--- config.mk ---
export PLATFORM = sky130hd
export DESIGN_NAME = lobm_ctrl
export DESIGN_NICKNAME = d
export VERILOG_FILES = /design/src/hw/rtl/lobm_pkg.sv /design/src/hw/rtl/lobm_ctrl.sv
export SDC_FILE = /design/constraint.sdc
export NUM_CORES = 1
export LEC_CHECK = 0
export BUFFER_PORTS_ARGS = -buffer_cell sky130_fd_sc_hd__buf_2
export CORE_ASPECT_RATIO = 1.25
export CORE_MARGIN = 1.5
export CORE_UTILIZATION = 52
export DETAILED_ROUTE_END_ITERATION = 10
export MAX_ROUTING_LAYER = met4
export PLACE_DENSITY = 0.78
export SYNTH_ARGS = -nofsm -noshare
export SYNTH_HDL_FRONTEND = slang
export SYNTH_SLANG_ARGS = --single-unit
--- constraint.sdc ---
create_clock -name clk_i -period 2.3 [get_ports clk_i]
set_clock_uncertainty 0.15 [all_clocks]
set_input_delay 0.23 -clock clk_i [delete_from_list [all_inputs] [get_ports clk_i]]
set_output_delay 0.23 -clock clk_i [all_outputs]
set_load 0.03 [all_outputs]
--- src/hw/rtl/lobm_pkg.sv ---
// Shared types and constants of the price-level order book matcher.
// Used by lobm_ctrl, lobm_dp and the top level; depends on nothing.
`default_nettype none

package lobm_pkg;

  localparam int unsigned MAX_OUT = 64;
  localparam int unsigned NFILL_W = 7;
  localparam int unsigned LCNT_W  = 7;

  // Register index, taken from paddr[2].
  localparam logic REG_VENUE = 1'b0;

  typedef enum logic [2:0] {
    OP_ADD   = 3'd0,
    OP_MATCH = 3'd1,
    OP_QUOTE = 3'd2,
    OP_DEPTH = 3'd3,
    OP_TOPN  = 3'd4,
    OP_CLEAR = 3'd5
  } op_e;

  typedef enum logic [2:0] {
    ST_INFO      = 3'd0,
    ST_SUBMITTED = 3'd1,
    ST_IGNORED   = 3'd2,
    ST_FILLED    = 3'd3,
    ST_PARTIAL   = 3'd4,
    ST_UNFILLED  = 3'd5,
    ST_REJECTED  = 3'd6
  } st_e;

  typedef enum logic [3:0] {
    EM_IGNORE,
    EM_SUBMIT,
    EM_REJECT,
    EM_FILL_INFO,
    EM_FILL_LAST,
    EM_NOFILL,
    EM_QBID,
    EM_QASK,
    EM_DEPTH,
    EM_TOPN,
    EM_CLEAR,
    EM_BADOP
  } emit_e;

  typedef enum logic [2:0] {
    RD_IDX,
    RD_PREV,
    RD_OPP,
    RD_BID,
    RD_ASK
  } rd_sel_e;

  typedef enum logic [4:0] {
    S_IDLE,
    S_DISPATCH,
    S_ASCAN,
    S_ACHK,
    S_AINS,
    S_SHIFT,
    S_SHWR,
    S_SCAN,
    S_SCHK,
    S_MTEST,
    S_MDATA,
    S_MFIN,
    S_QRD0,
    S_QE0,
    S_QRD1,
    S_QE1,
    S_EMIT
  } state_e;

  typedef struct packed {
    logic [2:0]        op;
    logic              side;
    logic              is_limit;
    logic [31:0]       price;
    logic [31:0]       quantity;
    logic [31:0]       filled_before;
    logic [31:0]       order_id;
    logic [63:0]       timestamp;
    logic [LCNT_W-1:0] level_count;
  } item_t;

  typedef struct packed {
    logic [31:0] order_id;
    logic        side;
    logic [31:0] price;
    logic [31:0] quantity;
    logic [63:0] time_stamp;
    logic [2:0]  status;
    logic        found;
    logic        last;
  } res_t;

  typedef struct packed {
    logic    load;
    logic    idx_inc;
    logic    pos_cap;
    logic    idx_set_used;
    logic    add_upd;
    logic    shift_wr;
    logic    ins_wr;
    logic    m_fill;
    logic    topn_acc;
    logic    depth_hit;
    logic    clear;
    logic    re;
    rd_sel_e rd_sel;
    logic    emit;
    emit_e   emit_kind;
  } cmd_t;

  typedef struct packed {
    op_e  op;
    logic lim;
    logic scan_end;
    logic hit_eq;
    logic hit_pos;
    logic full;
    logic shift_done;
    logic m_more;
    logic m_cross;
    logic pend_v;
    logic out_free;
  } sts_t;

endpackage

`default_nettype wire

--- src/hw/rtl/lobm_ctrl.sv ---
// Sequencer of the order book matcher: walks each operation through its steps.
// Depends on lobm_pkg; drives the datapath by command and reads its status.
`default_nettype none

module lobm_ctrl import lobm_pkg::*; (
  input  wire logic clk_i,
  input  wire logic rst_ni,
  input  wire logic s_valid_i,
  output logic      s_ready_o,
  input  wire sts_t sts_i,
  output cmd_t      cmd_o
);

  state_e state_q, state_d;
  emit_e  kind_q, kind_d;

  always_ff @(posedge clk_i or negedge rst_ni) begin
    if (!rst_ni) begin
      state_q <= S_IDLE;
      kind_q  <= EM_BADOP;
    end else begin
      state_q <= state_d;
      kind_q  <= kind_d;
    end
  end

  always_comb begin
    cmd_o     = '0;
    state_d   = state_q;
    kind_d    = kind_q;
    s_ready_o = 1'b0;
    unique case (state_q)
      S_IDLE: begin
        s_ready_o = 1'b1;
        if (s_valid_i) begin
          cmd_o.load = 1'b1;
          state_d    = S_DISPATCH;
        end
      end
      S_DISPATCH: begin
        unique case (sts_i.op) inside
          OP_ADD: begin
            if (!sts_i.lim) begin
              kind_d  = EM_IGNORE;
              state_d = S_EMIT;
            end else begin
              state_d = S_ASCAN;
            end
          end
          OP_MATCH: state_d = S_MTEST;
          OP_QUOTE: state_d = S_QRD0;
          OP_DEPTH, OP_TOPN: state_d = S_SCAN;
          OP_CLEAR: begin
            cmd_o.clear = 1'b1;
            kind_d      = EM_CLEAR;
            state_d     = S_EMIT;
          end
          default: begin
            kind_d  = EM_BADOP;
            state_d = S_EMIT;
          end
        endcase
      end
      S_ASCAN: begin
        if (sts_i.scan_end) begin
          cmd_o.pos_cap = 1'b1;
          state_d       = S_AINS;
        end else begin
          cmd_o.re     = 1'b1;
          cmd_o.rd_sel = RD_IDX;
          state_d      = S_ACHK;
        end
      end
      S_ACHK: begin
        if (sts_i.hit_eq) begin
          cmd_o.add_upd = 1'b1;
          kind_d        = EM_SUBMIT;
          state_d       = S_EMIT;
        end else if (sts_i.hit_pos) begin
          cmd_o.pos_cap = 1'b1;
          state_d       = S_AINS;
        end else begin
          cmd_o.idx_inc = 1'b1;
          state_d       = S_ASCAN;
        end
      end
      S_AINS: begin
        if (sts_i.full) begin
          kind_d  = EM_REJECT;
          state_d = S_EMIT;
        end else begin
          cmd_o.idx_set_used = 1'b1;
          state_d            = S_SHIFT;
        end
      end
      S_SHIFT: begin
        if (sts_i.shift_done) begin
          cmd_o.ins_wr = 1'b1;
          kind_d       = EM_SUBMIT;
          state_d      = S_EMIT;
        end else begin
          cmd_o.re     = 1'b1;
          cmd_o.rd_sel = RD_PREV;
          state_d      = S_SHWR;
        end
      end
      S_SHWR: begin
        cmd_o.shift_wr = 1'b1;
        state_d        = S_SHIFT;
      end
      S_SCAN: begin
        if (sts_i.scan_end) begin
          kind_d  = (sts_i.op == OP_DEPTH) ? EM_DEPTH : EM_TOPN;
          state_d = S_EMIT;
        end else begin
          cmd_o.re     = 1'b1;
          cmd_o.rd_sel = RD_IDX;
          state_d      = S_SCHK;
        end
      end
      S_SCHK: begin
        if (sts_i.op == OP_DEPTH) begin
          if (sts_i.hit_eq) begin
            cmd_o.depth_hit = 1'b1;
            kind_d          = EM_DEPTH;
            state_d         = S_EMIT;
          end else begin
            cmd_o.idx_inc = 1'b1;
            state_d       = S_SCAN;
          end
        end else begin
          cmd_o.topn_acc = 1'b1;
          cmd_o.idx_inc  = 1'b1;
          state_d        = S_SCAN;
        end
      end
      S_MTEST: begin
        if (sts_i.m_more) begin
          cmd_o.re     = 1'b1;
          cmd_o.rd_sel = RD_OPP;
          state_d      = S_MDATA;
        end else begin
          state_d = S_MFIN;
        end
      end
      S_MDATA: begin
        if (!sts_i.m_cross) begin
          state_d = S_MFIN;
        end else if (!(sts_i.pend_v && !sts_i.out_free)) begin
          // The previous fill leaves as a non-final result once a new one is known.
          cmd_o.m_fill    = 1'b1;
          cmd_o.emit      = sts_i.pend_v;
          cmd_o.emit_kind = EM_FILL_INFO;
          state_d         = S_MTEST;
        end
      end
      S_MFIN: begin
        kind_d  = sts_i.pend_v ? EM_FILL_LAST : EM_NOFILL;
        state_d = S_EMIT;
      end
      S_QRD0: begin
        cmd_o.re     = 1'b1;
        cmd_o.rd_sel = RD_BID;
        state_d      = S_QE0;
      end
      S_QE0: begin
        if (sts_i.out_free) begin
          cmd_o.emit      = 1'b1;
          cmd_o.emit_kind = EM_QBID;
          state_d         = S_QRD1;
        end
      end
      S_QRD1: begin
        cmd_o.re     = 1'b1;
        cmd_o.rd_sel = RD_ASK;
        state_d      = S_QE1;
      end
      S_QE1: begin
        if (sts_i.out_free) begin
          cmd_o.emit      = 1'b1;
          cmd_o.emit_kind = EM_QASK;
          state_d         = S_IDLE;
        end
      end
      S_EMIT: begin
        if (sts_i.out_free) begin
          cmd_o.emit      = 1'b1;
          cmd_o.emit_kind = kind_q;
          state_d         = S_IDLE;
        end
      end
      default: state_d = S_IDLE;
    endcase
  end

endmodule

`default_nettype wire

# --- Yosys cells after proc, flatten, opt, wreduce, memory -nomap -nowiden ---
# Index checks and enable logic that the tools add are counted.
word_totals:
  register_bits: 9
  input_bits: 16
classes:
  eq_ne: 33
  n_mux: 64
  reduce_logical: 11
ops:
  columns: ["operator", "count"]
  rows:
  - ["2-to-1 mux 5 bit", 17]
  - ["one-hot mux 5 bit (16 select lines)", 1]
  - ["== test 5 x 4 -> 1 bit (second input constant)", 8]
  - ["2-to-1 mux 4 bit", 10]
  - ["one-hot mux 5 bit (4 select lines)", 2]
  - ["one-hot mux 4 bit (7 select lines)", 1]
  - ["2-to-1 mux 1 bit", 25]
  - ["== test 5 x 3 -> 1 bit (second input constant)", 4]
  - ["one-hot mux 4 bit (5 select lines)", 1]
  - ["!= test 2 bit (second input constant)", 9]
  - ["one-hot mux 4 bit (3 select lines)", 1]
  - ["== test 5 x 2 -> 1 bit (second input constant)", 2]
  - ["AND reduction 9 bit", 1]
  - ["nonzero test 7 bit", 1]
  - ["== test 3 x 2 -> 1 bit (second input constant)", 2]
  - ["== test 3 bit (second input constant)", 2]
  - ["2-to-1 mux 3 bit", 2]
  - ["!= test 3 bit (second input constant)", 2]
  - ["OR reduction 2 bit", 3]
  - ["== test 5 x 1 -> 1 bit (second input constant)", 1]
  - ["== test 5 bit (second input constant)", 1]
  - ["zero test 5 bit", 1]
  - ["2-to-1 mux 2 bit", 2]
  - ["one-hot mux 1 bit (2 select lines)", 2]
  - ["7 further kinds", 7]

# --- Logic depth before layout (Yosys ltp) ---
logic_depth:
  depth_word: 5
  ltp_mapped: 7
  depth_no_buf: 5

# --- Worst setup path before layout ---
# Ideal clock, no wire load.
synth_path:
  kind: "register to register"
  from: "register state_q[2]"
  to: "register kind_q[0]"
  t_arrival_ns: 2.427
  path_slack_ns: -0.359
  path_stages_with_launch: 8
  path_buffers: 2
  cell_sequence: "dfrtp_1 > clkbuf_2 > nand2b_1 > buf_2 > nor4b_1 > or3_1 > nor3_4 > mux2_4"
synth_between:
  elab_chain_cells: 3
  word_cells_on_any_way: 18
  cone_classes: "15 x eq/ne; 1 x mux; 2 x reduce/logical"
synth_lines:
  columns: ["element", "line_no", "text"]
  rows:
  - ["from (decl)", "lobm_ctrl.sv:14", "state_e state_q, state_d;"]
  - ["from (signal assigned)", "lobm_ctrl.sv:22", "state_q <= state_d;"]
  - ["== test 5 x 4 -> 1 bit (tied with other cells)", "lobm_ctrl.sv:32", "unique case (state_q)"]
  - ["nonzero test 7 bit (no line) (tied with other cells)", null, null]
  - ["AND reduction 9 bit (no line)", null, null]
  - ["to (signal assigned)", "lobm_ctrl.sv:23", "kind_q <= kind_d;"]
  - ["to (decl)", "lobm_ctrl.sv:15", "emit_e kind_q, kind_d;"]
# Several ways; a longest one is shown, not always the timed one.
# A chain may end at the register's enable or synchronous reset.

==> flow_summary_export.csv <==
group,metric,value,unit
status,status,"complete, no violations",
synth,yosysTopAreaCellShare,11.7,%
power_and_ir_drop,p_per_area,1090,nW/um2
synth,synth_largest_area_cell,"dfrtp_1",
power_and_ir_drop,ir_worst_vdd,0.800,mV
floorplan,coreArea,2400,um2
timing,rsz0062_at_grt,"true",
cts,clock-sinks,9,
timing,slew-limit-headroom,70.0,%
floorplan,die_h,58.6,um
timing,period_minus_slack,2.28,ns
cts,cts_tree,"built",
synth,synth_area_leaders,"dfrtp_1 12%, nor3_1 6.2%, dfstp_2 6.1%",
global_route,grt_start_max_net_pins,21,
timing,finalCritPeriodShare,99.2,%
layout,area_growth,39.5,%
worst_setup_path,ff2ff_path_depth,6,
global_route,grt_usage,35.0,%
cts,root_buffer,"clkbuf_4",
timing,slew_viol_final,0,
layout,nNetsFinal,251,
place,numPlacedInstances,252,
power_and_ir_drop,p_seq_share,15.9,%
timing,hold_viol_final,0,
global_route,grt_overflow,0,
global_route,antenna_found_initial,0,
synth,ys_ff_latch,9,
synth,netlist_top_cells_count,"16 x nor3_1, 15 x nor2_1, 14 x nand2_1",
timing,holdWs,0.202,ns
layout,diodes,0,
synth,synthCells,180,
synth,async_flop_share,100,%
worst_setup_path,cp.arrival,1.90,ns
synth,synth_nets,196,
worst_setup_path,criticalPathCategory,"flop to output pin",
cts,htree_levels,1,
run,cap_violations,0,
timing,max_clock_freq,438,MHz
hold_path,hp-class,"input port to asynchronous set/reset pin",
route,num_vias,1639,
route,totalWireLength,4580,um
floorplan,io_pins,37,
route,viasPerCell,6.14,
floorplan,die-area,2790,um2
power_and_ir_drop,total_power,0.00195,W
power_and_ir_drop,p_clk_share,6.6,%
floorplan,start_util,53.6,%
global_route,grt_pass1_wl,6840,um
cts,clk_path_buf_depth,2,
place,dpl.hpwl,3410,um
cts,worstSkewPairLatency,0.27,ns
place,portBuffers,36,
worst_setup_path,start_kind,"flop",
floorplan,fp.dieW,47.5,um
synth,synth_cell_types,51,
worst_setup_path,worstSetupEndpointType,"output pin",
route,drcViolationCount,0,
timing,setup_viol,0,
synth,synthFlopType,"dfrtp_1",
cts,numCtsBuffers,3,
synth,yosysMostFrequentCell,"nor3_1",
floorplan,rows,20,
synth,synth_edf_count,0,
timing,worst_slew_pin_slew,0.445,ns
route,antenna_left,0,
synth,netlist_area,1290,um2
worst_setup_path,cp_data_required_time,1.92,ns
power_and_ir_drop,p_leak,0.892,nW
place,globalplace.congestion,0.930,
timing,finalSetupTns,0,ns
power_and_ir_drop,netSwitchingFraction,50.0,%
global_route,grt_pass1_vias,1513,
layout,drive_above_1_share,41.9,%
power_and_ir_drop,power_frac_comb,77.5,%
route,drt-initial-drc-count,62,
cts,path_clk_slew,0.07,ns
synth,ys_warn_count,0,
worst_setup_path,path_max_fanout,20,
power_and_ir_drop,intPower,0.000977,W
synth,avgSynthCellArea,7.15,um2
route,drt-pass1-iter-count,4,
layout,finalNonFillerCells,267,
route,wire_per_inst,17.2,um
synth,seq_area_frac_synth,17.8,%
power_and_ir_drop,power.switching,0.000976,W
sequential cells by signal, summed over array words and instances, names as in the netlist:
register  cells
state_q       5
kind_q        4
cells by family after synthesis:
group	after synthesis	synth area share (%)
flops	9	17.8
mux	7	6.71
buf+inv	28	9.72
xor+xnor	3	2.04
simple gates	91	39.9
compound gates	42	23.8
layout by cell type (no fill, tap or decap), types with 4 or more instances in the layout:
master and count:
a21oi_1 6, nor2_1 14, buf_2 32, nor2b_1 5, nor3_1 12, o21ai_0 9
nand2b_1 5, dfrtp_2 4, nand3_1 5, buf_4 31, inv_1 10, and3_1 4
nor4_1 6, nand2_1 14
area by class of cell:
class                   instances  area (um2)
multi-input cells             143        1010
clock buffers                   3        22.5
repair buffers                 67         445
flip-flops and latches          9         234
fillers                       209         607
well taps                      33        41.3
clock inverters                 1        5.00
inverters                      11        41.3
routing by layer:
| layer | track usage (%) | wire (um) | up-vias | part of all wire [%] |
|---|---|---|---|---|
| met2 | 56.9 | 2330 | 87 | 51 |
| met5 | - | 0 | - | 0 |
| met1 | 43.0 | 1780 | 772 | 39 |
| met4 | 12.7 | 141 | 0 | 3.1 |
| met3 | 4.60 | 329 | 14 | 7.2 |
| li1 | - | - | 766 | - |
worst paths after layout:
check / slack (ns) / startpoint / endpoint
min: 0.20 / rst_ni / state_q[0]$_DFFE_PN0P_
max: 0.02 / state_q[3]$_DFFE_PN0P_ / cmd_o[4]
min reg2reg: 0.44 / kind_q[2]$_DFFE_PN0P_ / kind_q[2]$_DFFE_PN0P_
min in group clk_i: 0.32 / sts_i[12] / state_q[3]$_DFFE_PN0P_
max in group asynchronous: 1.55 / rst_ni / kind_q[3]$_DFFE_PN1P_
max reg2reg: 0.09 / state_q[2]$_DFFE_PN0P_ / kind_q[3]$_DFFE_PN1P_
through the flow:
| stage | area, um2 | setup slack [ns] | utilization (%) |
|---|---|---|---|
| after CTS | 1690 | 0.0116 | 70.3 |
| after global routing | 1800 | -0.0212 | 74.7 |
| final | 1800 | 0.0176 | 74.7 |
| after floorplan | 1290 | 0.0131 | - |
| after global placement | 1590 | 0.155 | 66.4 |
| after detailed placement | 1590 | 0.133 | 66.4 |
critical path, stage by stage (launching register included):
cell and delay [ns]:
dfrtp_1 0.44, buf_12 0.18, or3_1 0.41, o32ai_2 0.23, a21oi_1 0.08, nor2_1 0.09
buf_2 0.20
what timing repair did:
action | in CTS | in global routing
pin swaps | 2 | 3
buffers inserted | 4 | 6
cloned | 0 | 0
hold buffers | 1 | 0
endpoints found under the hold margin | 9 | 0
resized for setup | 8 | 18
setup endpoints to repair | 6 | 8
power groups by stage:
| stage | Combinational (W) | Sequential (W) | Clock (W) |
|---|---|---|---|
| 5_1_grt | 0.00163 | 0.000317 | 0.000138 |
| 4_1_cts | 0.00137 | 0.000304 | 0.000130 |
| 2_1_floorplan | 0.000945 | 0.000256 | 0 |
| 3_5_place_dp | 0.00131 | 0.000310 | 0 |
| 3_3_place_gp | 0.00130 | 0.000308 | 0 |
| 6_report | 0.00151 | 0.000311 | 0.000129 |
No activity file was read; power rests on OpenSTA's default activity.
